`src/rtl/core/u8dec_pkg.sv`:
```
`default_nettype none
package u8dec_pkg;

   // register map
   localparam int ADDR_W = 3;
   localparam int DATA_W = 32;
   localparam int CAP_W  = 13;
   localparam logic [CAP_W-1:0] CAP_RESET = 13'd257;

   typedef enum logic {
      REG_UTF16_OUTPUT   = 1'b0,
      REG_CAPACITY_LIMIT = 1'b1
   } reg_index_type;

   // result status codes
   typedef enum logic [1:0] {
      STATUS_UNIT  = 2'd0,
      STATUS_END   = 2'd1,
      STATUS_ERROR = 2'd2
   } status_type;

   // utf-8 byte classes and code point limits
   localparam logic [7:0]  LEAD2_LO    = 8'hC2;
   localparam logic [7:0]  LEAD2_HI    = 8'hDF;
   localparam logic [7:0]  LEAD3_LO    = 8'hE0;
   localparam logic [7:0]  LEAD3_HI    = 8'hEF;
   localparam logic [7:0]  LEAD4_LO    = 8'hF0;
   localparam logic [7:0]  LEAD4_HI    = 8'hF4;
   localparam logic [20:0] CODE_MAX    = 21'h10FFFF;
   localparam logic [20:0] SURR_LO     = 21'h00D800;
   localparam logic [20:0] SURR_HI     = 21'h00DFFF;
   localparam logic [20:0] HIGH_SURR   = 21'h00D800;
   localparam logic [20:0] LOW_SURR    = 21'h00DC00;
   localparam logic [20:0] BMP_MAX     = 21'h00FFFF;
   localparam logic [20:0] PLANE1_BASE = 21'h010000;
   localparam logic [16:0] MIN_TWO     = 17'h00080;
   localparam logic [16:0] MIN_THREE   = 17'h00800;
   localparam logic [16:0] MIN_FOUR    = 17'h10000;

   // result queue
   localparam int Q_DEPTH = 4;
   localparam int Q_PTR_W = 2;
   localparam int Q_CNT_W = 3;

   typedef struct packed {
      logic [20:0] code;
      logic [11:0] index;
      status_type  status;
      logic        last;
   } result_type;

   typedef struct packed {
      logic [1:0]  pending;
      logic [20:0] acc;
      logic [16:0] minv;
      logic        err;
   } dec_state_type;

   typedef struct packed {
      logic [1:0] count;
      result_type r0;
      result_type r1;
   } step_out_type;

endpackage
`default_nettype wire

```
`src/rtl/core/u8dec_step.sv`:
```
`default_nettype none
module u8dec_step #(
   parameter int MAX_UNITS = 4096
) (
   input  logic [7:0]                        byte_value,
   input  u8dec_pkg::dec_state_type          state_cur,
   input  logic [$clog2(MAX_UNITS)-1:0]      used_cur,
   input  logic                              utf16,
   input  logic [u8dec_pkg::CAP_W-1:0]       cap_limit,
   output u8dec_pkg::dec_state_type          state_nxt,
   output logic [$clog2(MAX_UNITS)-1:0]      used_nxt,
   output u8dec_pkg::step_out_type           step_out
);
   import u8dec_pkg::*;

   localparam int CntW = $clog2(MAX_UNITS);
   localparam int SumW = (CntW + 2 > CAP_W) ? CntW + 2 : CAP_W;

   logic [SumW-1:0] cap_ext;
   logic [SumW-1:0] cap_eff;
   logic [SumW-1:0] used_ext;
   logic [SumW-1:0] used_p1;
   logic [SumW-1:0] used_p2;
   logic            fit1;
   logic            fit2;
   logic [20:0]     acc_shift;
   logic [1:0]      pend_dec;
   logic            emit_req;
   logic [20:0]     emit_val;
   logic [16:0]     emit_min;
   logic            err_req;
   logic [19:0]     sup_off;
   logic [20:0]     sup_val;

   // capacity clamp and fit checks
   always_comb begin
      cap_ext  = SumW'(cap_limit);
      cap_eff  = (cap_ext > SumW'(MAX_UNITS)) ? SumW'(MAX_UNITS) : cap_ext;
      used_ext = SumW'(used_cur);
      used_p1  = used_ext + SumW'(1);
      used_p2  = used_ext + SumW'(2);
      fit1     = used_p1 < cap_eff;
      fit2     = used_p2 < cap_eff;
   end

   assign acc_shift = {state_cur.acc[14:0], byte_value[5:0]};
   assign pend_dec  = state_cur.pending - 2'd1;

   // byte classification and sequence tracking
   always_comb begin
      state_nxt = state_cur;
      used_nxt  = used_cur;
      step_out  = '0;
      emit_req  = 1'b0;
      emit_val  = '0;
      emit_min  = '0;
      err_req   = 1'b0;
      sup_val   = '0;
      sup_off   = '0;

      if (byte_value == 8'h00) begin
         // terminator: report unless an error was already reported, and start a fresh string
         state_nxt = '0;
         used_nxt  = '0;
         if (!state_cur.err) begin
            step_out.count     = 2'd1;
            step_out.r0.code   = '0;
            step_out.r0.index  = used_ext[11:0];
            step_out.r0.last   = 1'b1;
            if (state_cur.pending != 2'd0 || cap_eff == '0) begin
               step_out.r0.status = STATUS_ERROR;
            end else begin
               step_out.r0.status = STATUS_END;
            end
         end
      end else if (state_cur.err) begin
         // drop bytes until the terminator
      end else if (state_cur.pending != 2'd0) begin
         if (byte_value[7:6] != 2'b10) begin
            err_req = 1'b1;
         end else begin
            state_nxt.acc     = acc_shift;
            state_nxt.pending = pend_dec;
            if (pend_dec == 2'd0) begin
               emit_req = 1'b1;
               emit_val = acc_shift;
               emit_min = state_cur.minv;
            end
         end
      end else if (byte_value[7] == 1'b0) begin
         emit_req = 1'b1;
         emit_val = 21'(byte_value);
         emit_min = '0;
      end else if (byte_value inside {[LEAD2_LO:LEAD2_HI]}) begin
         state_nxt.acc     = 21'(byte_value[4:0]);
         state_nxt.pending = 2'd1;
         state_nxt.minv    = MIN_TWO;
      end else if (byte_value inside {[LEAD3_LO:LEAD3_HI]}) begin
         state_nxt.acc     = 21'(byte_value[3:0]);
         state_nxt.pending = 2'd2;
         state_nxt.minv    = MIN_THREE;
      end else if (byte_value inside {[LEAD4_LO:LEAD4_HI]}) begin
         state_nxt.acc     = 21'(byte_value[2:0]);
         state_nxt.pending = 2'd3;
         state_nxt.minv    = MIN_FOUR;
      end else begin
         err_req = 1'b1;
      end

      // range check and unit emission
      if (emit_req) begin
         sup_val = emit_val - PLANE1_BASE;
         sup_off = sup_val[19:0];
         if (emit_val < 21'(emit_min) || emit_val > CODE_MAX ||
             (emit_val >= SURR_LO && emit_val <= SURR_HI)) begin
            err_req = 1'b1;
         end else if (utf16 && emit_val > BMP_MAX) begin
            if (!fit2) begin
               err_req = 1'b1;
            end else begin
               step_out.count     = 2'd2;
               step_out.r0.code   = HIGH_SURR | 21'(sup_off[19:10]);
               step_out.r0.index  = used_ext[11:0];
               step_out.r0.status = STATUS_UNIT;
               step_out.r0.last   = 1'b0;
               step_out.r1.code   = LOW_SURR | 21'(sup_off[9:0]);
               step_out.r1.index  = used_p1[11:0];
               step_out.r1.status = STATUS_UNIT;
               step_out.r1.last   = 1'b1;
               used_nxt           = used_p2[CntW-1:0];
            end
         end else if (!fit1) begin
            err_req = 1'b1;
         end else begin
            step_out.count     = 2'd1;
            step_out.r0.code   = emit_val;
            step_out.r0.index  = used_ext[11:0];
            step_out.r0.status = STATUS_UNIT;
            step_out.r0.last   = 1'b1;
            used_nxt           = used_p1[CntW-1:0];
         end
      end

      // error result, then drop until the terminator
      if (err_req) begin
         step_out.count     = 2'd1;
         step_out.r0.code   = '0;
         step_out.r0.index  = used_ext[11:0];
         step_out.r0.status = STATUS_ERROR;
         step_out.r0.last   = 1'b1;
         state_nxt.err      = 1'b1;
         state_nxt.pending  = '0;
         state_nxt.acc      = '0;
         state_nxt.minv     = '0;
         used_nxt           = used_cur;
      end
   end

endmodule
`default_nettype wire

```
`src/rtl/core/utf8_to_code_unit_decoder_unit.sv`:
```
// UTF-8 decoder with validation: one byte of a zero-terminated string per
// transfer on req, code points (or UTF-16 surrogate pairs when register 0 is
// set) out on rsp, with an error result for malformed input or a full buffer
// and an end result for the terminator. A byte is taken every cycle as long as
// the four-entry result queue has two free slots; a byte is held in the input
// register, then its results are written into the result queue that drives
// rsp, and the sustained rate is one byte per cycle while rsp keeps pace.
// Registers: 0x0 utf16_output (bit 0), 0x4 capacity_limit
// (bits 12:0, reset 257); write them only while the block is idle.
`default_nettype none
module utf8_to_code_unit_decoder_unit #(
   parameter int MAX_UNITS = 4096
) (
   input  logic                              clock,
   input  logic                              reset,
   input  logic                              req_valid,
   output logic                              req_ready,
   input  logic [7:0]                        req_byte_value,
   output logic                              rsp_valid,
   input  logic                              rsp_ready,
   output logic [20:0]                       rsp_code_unit,
   output logic [11:0]                       rsp_unit_index,
   output logic [1:0]                        rsp_status,
   output logic                              rsp_last_of_run,
   input  logic                              psel,
   input  logic                              penable,
   input  logic                              pwrite,
   input  logic [u8dec_pkg::ADDR_W-1:0]      paddr,
   input  logic [u8dec_pkg::DATA_W-1:0]      pwdata,
   output logic [u8dec_pkg::DATA_W-1:0]      prdata,
   output logic                              pready
);
   import u8dec_pkg::*;

   localparam int CntW = $clog2(MAX_UNITS);

   logic                 utf16_ff;
   logic [CAP_W-1:0]     cap_ff;
   reg_index_type        reg_sel;
   logic                 csr_write;

   logic                 in_valid_ff;
   logic [7:0]           in_byte_ff;
   logic                 fire;

   dec_state_type        state_ff;
   dec_state_type        state_in;
   logic [CntW-1:0]      used_ff;
   logic [CntW-1:0]      used_in;
   step_out_type         step_out;

   result_type           q_ff [Q_DEPTH];
   logic [Q_PTR_W-1:0]   head_ff;
   logic [Q_PTR_W-1:0]   tail_ff;
   logic [Q_PTR_W-1:0]   tail_p1;
   logic [Q_CNT_W-1:0]   cnt_ff;
   logic [Q_CNT_W-1:0]   cnt_in;
   logic                 pop;
   result_type           head_res;

   // configuration port
   assign pready    = 1'b1;
   assign reg_sel   = reg_index_type'(paddr[2]);
   assign csr_write = psel && penable && pwrite && pready;

   always_ff @(posedge clock) begin
      if (reset) begin
         utf16_ff <= 1'b0;
         cap_ff   <= CAP_RESET;
      end else if (csr_write) begin
         case (reg_sel)
            REG_UTF16_OUTPUT:   utf16_ff <= pwdata[0];
            REG_CAPACITY_LIMIT: cap_ff   <= pwdata[CAP_W-1:0];
            default:            ;
         endcase
      end
   end

   always_comb begin
      case (reg_sel)
         REG_UTF16_OUTPUT:   prdata = DATA_W'(utf16_ff);
         REG_CAPACITY_LIMIT: prdata = DATA_W'(cap_ff);
         default:            prdata = '0;
      endcase
   end

   // input register
   assign fire      = in_valid_ff && (cnt_ff <= Q_CNT_W'(Q_DEPTH - 2));
   assign req_ready = !in_valid_ff || fire;

   always_ff @(posedge clock) begin
      if (reset) begin
         in_valid_ff <= 1'b0;
      end else if (req_ready) begin
         in_valid_ff <= req_valid;
      end
   end

   always_ff @(posedge clock) begin
      if (req_valid && req_ready) begin
         in_byte_ff <= req_byte_value;
      end
   end

   // decode step
   u8dec_step #(
      .MAX_UNITS(MAX_UNITS)
   ) u_step (
      .byte_value(in_byte_ff),
      .state_cur (state_ff),
      .used_cur  (used_ff),
      .utf16     (utf16_ff),
      .cap_limit (cap_ff),
      .state_nxt (state_in),
      .used_nxt  (used_in),
      .step_out  (step_out)
   );

   always_ff @(posedge clock) begin
      if (reset) begin
         state_ff <= '0;
         used_ff  <= '0;
      end else if (fire) begin
         state_ff <= state_in;
         used_ff  <= used_in;
      end
   end

   // result queue
   assign tail_p1  = tail_ff + Q_PTR_W'(1);
   assign head_res = q_ff[head_ff];
   assign pop      = rsp_valid && rsp_ready;
   assign cnt_in   = cnt_ff + (fire ? Q_CNT_W'(step_out.count) : '0) - Q_CNT_W'(pop);

   always_ff @(posedge clock) begin
      if (reset) begin
         head_ff <= '0;
         tail_ff <= '0;
         cnt_ff  <= '0;
      end else begin
         cnt_ff <= cnt_in;
         if (pop) begin
            head_ff <= head_ff + Q_PTR_W'(1);
         end
         if (fire) begin
            tail_ff <= tail_ff + Q_PTR_W'(step_out.count);
         end
      end
   end

   always_ff @(posedge clock) begin
      if (fire && step_out.count != 2'd0) begin
         q_ff[tail_ff] <= step_out.r0;
      end
      if (fire && step_out.count == 2'd2) begin
         q_ff[tail_p1] <= step_out.r1;
      end
   end

   // result channel
   assign rsp_valid       = cnt_ff != '0;
   assign rsp_code_unit   = head_res.code;
   assign rsp_unit_index  = head_res.index;
   assign rsp_status      = head_res.status;
   assign rsp_last_of_run = head_res.last;

endmodule
`default_nettype wire

```
`config.mk`:
```
export PLATFORM = sky130hd
export DESIGN_NAME = utf8_to_code_unit_decoder_unit
export DESIGN_NICKNAME = d
export VERILOG_FILES = /design/src/rtl/core/u8dec_pkg.sv /design/src/rtl/core/u8dec_step.sv /design/src/rtl/core/utf8_to_code_unit_decoder_unit.sv
export SDC_FILE = /design/constraint.sdc
export NUM_CORES = 1
export LEC_CHECK = 0
export BUFFER_PORTS_ARGS = -buffer_cell sky130_fd_sc_hd__buf_2
export CAP_MARGIN = 20
export CORE_MARGIN = 2
export CORE_UTILIZATION = 51
export DETAILED_ROUTE_END_ITERATION = 10
export HOLD_SLACK_MARGIN = 0.15
export PLACE_DENSITY = 0.78
export SLEW_MARGIN = 20
export SYNTH_ARGS = -nofsm -noshare
export SYNTH_HDL_FRONTEND = slang
export SYNTH_SLANG_ARGS = --single-unit
export TNS_END_PERCENT = 30
```
`constraint.sdc`:
```
create_clock -name clock -period 4.4 [get_ports clock]
set_input_delay 0.22 -clock clock [delete_from_list [all_inputs] [get_ports clock]]
set_output_delay 0.22 -clock clock [all_outputs]
set_load 0.01 [all_outputs]
```
# Word-level counts from Yosys, hierarchy flattened

Memories as Yosys holds them, arrays and structs flattened. A register that Yosys moved wholly into a read port is not among the register bits.
Cells that the tools add are included.

Add/sub/neg operators: 9
Eq/ne operators: 5
Order comparisons: 15
Mux-type cells: 66
Bitwise logic cells: 2
Reductions and logical operators: 34

Operators with widths:

| cell                                                             | number |
|---|---|
| two-way mux 40 bit                                               | 6 |
| two-way mux 74 bit                                               | 3 |
| two-way mux 38 bit                                               | 4 |
| two-way mux 21 bit                                               | 5 |
| two-way mux 17 bit                                               | 6 |
| two-way mux 12 bit                                               | 6 |
| case mux 32 bit (2 select lines)                                 | 1 |
| two-way mux 23 bit                                               | 2 |
| two-way mux 41 bit                                               | 1 |
| two-way mux 37 bit                                               | 1 |
| two-way mux 36 bit                                               | 1 |
| less-than comparator 14 bit                                      | 2 |
| >= comparator 8 bit, second input constant                       | 3 |
| less-or-equal comparator 8 bit, second input constant            | 3 |
| two-way mux 1 bit                                                | 24 |
| >= comparator 21 x 16 -> 1 bit, second input constant            | 1 |
| greater-than comparator 21 x 16 -> 1 bit, second input constant  | 1 |
| greater-than comparator 21 bit, second input constant            | 1 |
| less-or-equal comparator 21 x 16 -> 1 bit, second input constant | 1 |
| less-than comparator 21 x 17 -> 1 bit                            | 1 |
| subtractor 20 x 17 -> 20 bit, second input constant              | 1 |
| zero test 14 bit                                                 | 1 |
| adder 12 x 1 -> 13 bit, second input constant                    | 1 |
| adder 12 x 2 -> 13 bit, second input constant                    | 1 |
| other kinds (27)                                                 | 54 |

Flip-flop bits (word level): 77
Output and inout bits: 71
Memories kept: 1
Bits in writable memories: 144
Logic and storage cells: 144

Memories:

| memory | depth | bits a word | rd ports | clocked after memory_dff | write ports | RTL line                             | text |
|---|---|---|---|---|---|---|---|
| q_ff   | 4     | 36          | 1        | 1                        | 2           | utf8_to_code_unit_decoder_unit.sv:52 | `result_type q_ff [Q_DEPTH];` |

# Depth between registers and ports, before layout

Word-level depth: 18
Mapped depth: 22
Gate-level depth less buffers: 21

# Modules after synthesis

From an unflattened synthesis, not the netlist that was laid out.

Cells, all modules: 1,330
Area total of the unflattened synthesis: 14,203.6 µm²

By module, submodules not included:

| module                         | cells an instance | area each (µm²) | instances | seq. area each (µm²) |
|---|---|---|---|---|
| utf8_to_code_unit_decoder_unit | 763               | 10,552.6        | 1         | 6,105.9 |
| u8dec_step                     | 567               | 3,651.0         | 1         | 0.0 |

# Worst setup path after synthesis

Ideal clock, no wire load.

Path type: reg-to-reg
From: register used_ff[1]
To: register cnt_ff[2]
Setup time: 128 ps
Slack: -356 ps
Clock period less this slack: 4,756 ps
Buffers on the path: 0
Data arrival time: 4,628 ps
Stages on the path, launching flop included: 21
Cell sequence: dfxtp_1 ha_1 and3_1 and3_1 and3_1 nand4_1 xnor2_1 ha_1 nand4_1 nor2_1 and3_1 a2111oi_2 o211ai_4 a211oi_4 o21bai_4 or3_1 ha_1 inv_1 fa_1 xnor2_1 nor2_1

Longest elaborated chain between the ends: 10

RTL lines:

| item                                                                    | RTL line                              | text |
|---|---|---|
| from (decl)                                                             | utf8_to_code_unit_decoder_unit.sv:48  | `logic [CntW-1:0] used_ff;` |
| from (signal assigned)                                                  | utf8_to_code_unit_decoder_unit.sv:125 | `used_ff <= used_in;` |
| adder 12 x 1 -> 13 bit / adder 12 x 2 -> 13 bit (equally long branches) | u8dec_step.sv:40, u8dec_step.sv:41    |  |
| less-than comparator 14 bit (on tied branches)                          | u8dec_step.sv:42, u8dec_step.sv:43    |  |
| two-way mux 38 bit (tied with other cells)                              | u8dec_step.sv:132                     | `end else if (!fit1) begin` |
| two-way mux 38 bit / two-way mux 1 bit (equally long branches)          | u8dec_step.sv:117                     | `end else if (utf16 && emit_val > BMP_MAX) begin` |
| two-way mux 74 bit / two-way mux 1 bit (equally long branches)          | u8dec_step.sv:114                     | `if (emit_val < 21'(emit_min) \|\| emit_val > CODE_MAX \|\|` |
| two-way mux 74 bit / two-way mux 1 bit (equally long branches)          | u8dec_step.sv:111                     | `if (emit_req) begin` |
| two-way mux 38 bit (*)                                                  | u8dec_step.sv:145                     | `if (err_req) begin` |
| two-way mux 2 bit (*)                                                   | utf8_to_code_unit_decoder_unit.sv:133 | `assign cnt_in = cnt_ff + (fire ? Q_CNT_W'(step_out.count) : '0) - Q_CNT_W'(pop);` |
| adder 3 x 2 -> 3 bit (*)                                                | utf8_to_code_unit_decoder_unit.sv:133 |  |
| subtractor 3 x 1 -> 3 bit (*)                                           | utf8_to_code_unit_decoder_unit.sv:133 |  |
| to (signal assigned)                                                    | utf8_to_code_unit_decoder_unit.sv:141 | `cnt_ff <= cnt_in;` |
| to (decl)                                                               | utf8_to_code_unit_decoder_unit.sv:56  | `logic [Q_CNT_W-1:0] cnt_ff;` |

Every way passes the cells marked *; elsewhere a longest branch is shown, timed or not.
A chain may end at the register's enable or synchronous reset.

# Worst setup path in the final report

Same ends and word-level chain as after synthesis.

==> flow_summary_export.csv <==
group,metric,value,unit
run_status,status,"completed",
pwr,p_per_area,388.7,nW/µm²
sta,max_freq,230.0,MHz
synthesis,synthSimpleGateAreaFrac,17.15,%
global_routing,first_global_vias,9210,
synthesis,synth_top_family_by_area,"compound AO/OA/AOI/OAI gates",
sta,period_share,98.81,%
setup_path,arrival,4720,ps
sta,skew,26.41,ps
global_routing,grt_pass1_wl,49590,µm
sta,drv_slew,0,
sta,fin_crit,4348,ps
floorplanning,die_w,154.8,µm
layout,layout-drive-gt1-share,21.52,%
floorplanning,ios,121,
clock_network,clk_pin_slew,60,ps
setup_path,worstPathRequired,4770,ps
setup_path,startpoint_type,"register",
setup_path,worstSetupPathType,"register to register",
placed_design,dp_hpwl,21660,µm
clock_network,cts_tree,"done",
clock_network,cts_max_level,1,
synthesis,synthAdderAreaFrac,3.408,%
setup_path,crit_chain,"ha_4 > and3_4 > and3_4 > and3_4 > nand4_1 > xnor2_2 > ha_1 > nand4_1 > nor2_1 > and3_4 > a2111oi_4 > o211ai_4 > a211oi_4 > o21bai_4 > or3_4 > ha_4 > inv_2 > fa_2 > xnor2_2 > nor2_1",
routing,dr.pass1.iters,5,
routing,final_antenna_net_count,0,
setup_path,crit_family,"simple AND/OR/NAND/NOR gates",
routing,dr.first_iter.drc_count,1158,
clock_network,cts-buffers-inserted,23,
global_routing,grt-ovfl-total,0,
global_routing,track_usage,26.04,%
synthesis,yosysMostFrequentCell,"nand2_1",
routing,drc,0,
synthesis,synth_top_area_share,31.06,%
synthesis,ys_ff_latch,209,
pwr,leakagePower,5.055,nW
floorplanning,dieArea,23970,µm²
synthesis,synth_cell_type_count,82,
setup_path,cp_max_fo,4,
clock_network,cts_buffer_depth,3,
layout,diodes,0,
global_routing,antenna_found_initial,0,
sta,setup-violations-final,0,
layout,nets,1356,
floorplanning,core,22500,µm²
clock_network,root_buffer,"clkbuf_16",
synthesis,synth_top_cell_by_area,"edfxtp_1",
synthesis,synth_area,11600,µm²
placed_design,placed_area,12440,µm²
placed_design,io_buffers,79,
sta,tightest_slew,967.0,ps
clock_network,clock_latency,530,ps
clock_network,clkSinkCount,209,
sta,hold_violations,0,
layout,fin_area,13550,µm²
pwr,peakVddDrop,0.0002572,V
routing,routed_wl,31520,µm
worst_hold_path,hold_path.class,"input pin to register",
setup_path,max_stage_delay,370,ps
synthesis,avgSynthCellArea,9.934,µm²
synthesis,yosysSeqAreaShare,46.41,%
synthesis,ys_async_sr_fraction,0,%
synthesis,yosysWarnings,0,
placed_design,globalplace.congestion,0.9287,
setup_path,crit_slowest_cell,"fa_2",
floorplanning,start_util,51.56,%
routing,num_vias,9761,
synthesis,muxShareOfSynthArea,7.268,%
synthesis,yosys_most_used_dff,"edfxtp_1",
floorplanning,std_cell_rows,55,
setup_path,path_buf_inv,1,
global_routing,grt_max_degree,37,
synthesis,synth_edf_count,120,
synthesis,synthXorXnorAreaFrac,2.426,%
sta,rsz0062_at_grt,"true",
layout,fin_cells,1577,
sta,whs,170.3,ps
routing,via_per_inst,6.190,
flow_run,drv_cap,0,
layout,area_delta_synth_final,16.82,%
sta,timing.slew.headroom,35.04,%
floorplanning,die_h,154.8,µm
routing,drt-wirelength-per-cell,19.99,µm
placed_design,dp_cells,1503,
synthesis,netlist_top_cells_count,"187 x nand2_1, 120 x edfxtp_1, 99 x o21ai_0, 89 x dfxtp_1, 69 x a21oi_1",
setup_path,cpMostUsedCell,"and3_4",
synthesis,synthTopCellsByArea,"edfxtp_1 31%, dfxtp_1 15%, mux4_2 7.0%",
setup_path,cp-end-kind,"register",
synthesis,synth_cells,1168,
synthesis,synth-compound-area-share,17.77,%
==> final cells by class <==
type	count	area, µm²
timing repair buffer	179	1235
sequential	209	5389
tap	285	356.6
clock inverter	11	97.59
multi-input combinational	844	5737
fill	1790	8949
inverter	18	67.56
clock buffer	31	671.9
==> stage by stage <==
stage	power (mW)	utilization (%)	worst slack (ps)	setup TNS (ps)
finish	5.268	60.23	52.34	0
global route	5.454	60.23	-143.6	-274.3
CTS	5.261	59.97	13.02	0
detailed placement	3.328	55.28	-40.20	-42.48
global placement	3.313	55.28	37.54	0
floorplan	2.997	-	-111.9	-189.7
==> cells in the final DEF, fill, tap and decap left out, types with 19 or more instances in the layout <==
| cell type | n |
|---|---|
| conb_1 | 20 |
| o21ai_1 | 21 |
| a22o_1 | 29 |
| mux4_2 | 36 |
| ha_1 | 28 |
| o21ai_0 | 99 |
| nand4_1 | 19 |
| buf_2 | 79 |
| buf_4 | 73 |
| o22ai_1 | 22 |
| a21oi_1 | 68 |
| nor2_1 | 58 |
| clkbuf_16 | 24 |
| dfxtp_1 | 86 |
| edfxtp_1 | 120 |
| nand2_1 | 187 |
| nand3_1 | 45 |
| dlygate4sd3_1 | 24 |
==> path summary, 6_finish.rpt <==
path	startpoint	end	slack (ps)	cells after the start
setup reg to reg	used_ff[1]$_SDFFE_PP0P_	cnt_ff[2]$_SDFF_PP0_	50	20
setup / recovery	used_ff[1]$_SDFFE_PP0P_	cnt_ff[2]$_SDFF_PP0_	50	20
hold reg to reg	q_ff[1][28]$_SDFFE_PP0N_	q_ff[1][28]$_SDFFE_PP0N_	450	2
hold / removal	paddr[2]	utf16_ff$_SDFFE_PP0P_	170	4
==> cell families (layout without fill, tap and decap cells) <==
logic type	after synthesis	count (layout)
flip-flops	209	209
multiplexers	39	39
buffers and inverters	133	239
adder cells (fa/ha/maj)	31	31
AO/OA/AOI/OAI	317	317
XOR/XNOR	29	29
AND/OR/NAND/NOR	408	408
other	2	20
==> flip-flops by register name (all words and copies together) (netlist names), named ones only <==
| register | count |
|---|---|
| in_valid_ff | 1 |
| head_ff | 2 |
| q_ff | 144 |
| used_ff | 12 |
| cnt_ff | 3 |
| in_byte_ff | 8 |
| state_ff | 21 |
| utf16_ff | 1 |
| tail_ff | 2 |
| cap_ff | 13 |
==> metal layers <==
metal / up-vias / share of wire, % / GRT usage, %
met4: 0 / 2.6 / 7.981
met3: 64 / 10 / 3.642
li1: 4501 / - / -
met5: - / 0 / 0
met1: 4661 / 41 / 37.06
met2: 535 / 46 / 41.65
==> worst register-to-register path, cell delays in order, from the launching register on <==
cell and delay [ps]:
dfxtp_2 350, ha_4 130, and3_4 180, and3_4 200, and3_4 210, nand4_1 160
xnor2_2 250, ha_1 280, nand4_1 110, nor2_1 60, and3_4 190, a2111oi_4 340
o211ai_4 150, a211oi_4 300, o21bai_4 80, or3_4 350, ha_4 270, inv_2 30
fa_2 370, xnor2_2 160, nor2_1 50
==> power by group <==
part           internal (mW)  leakage (nW)  switching [mW]
registers               2.15          1.85           0.119
clock network           1.14         0.388           0.799
logic                  0.493          2.81           0.564
==> timing repair <==
item,4_1_cts,5_1_grt
endpoints found under the hold margin,23,0
hold buffers,24,0
pin swaps,8,8
gates resized for setup,1,7
setup buffers,5,3
endpoints found under the setup margin,2,18
No activity file was read; power rests on OpenSTA's default activity.
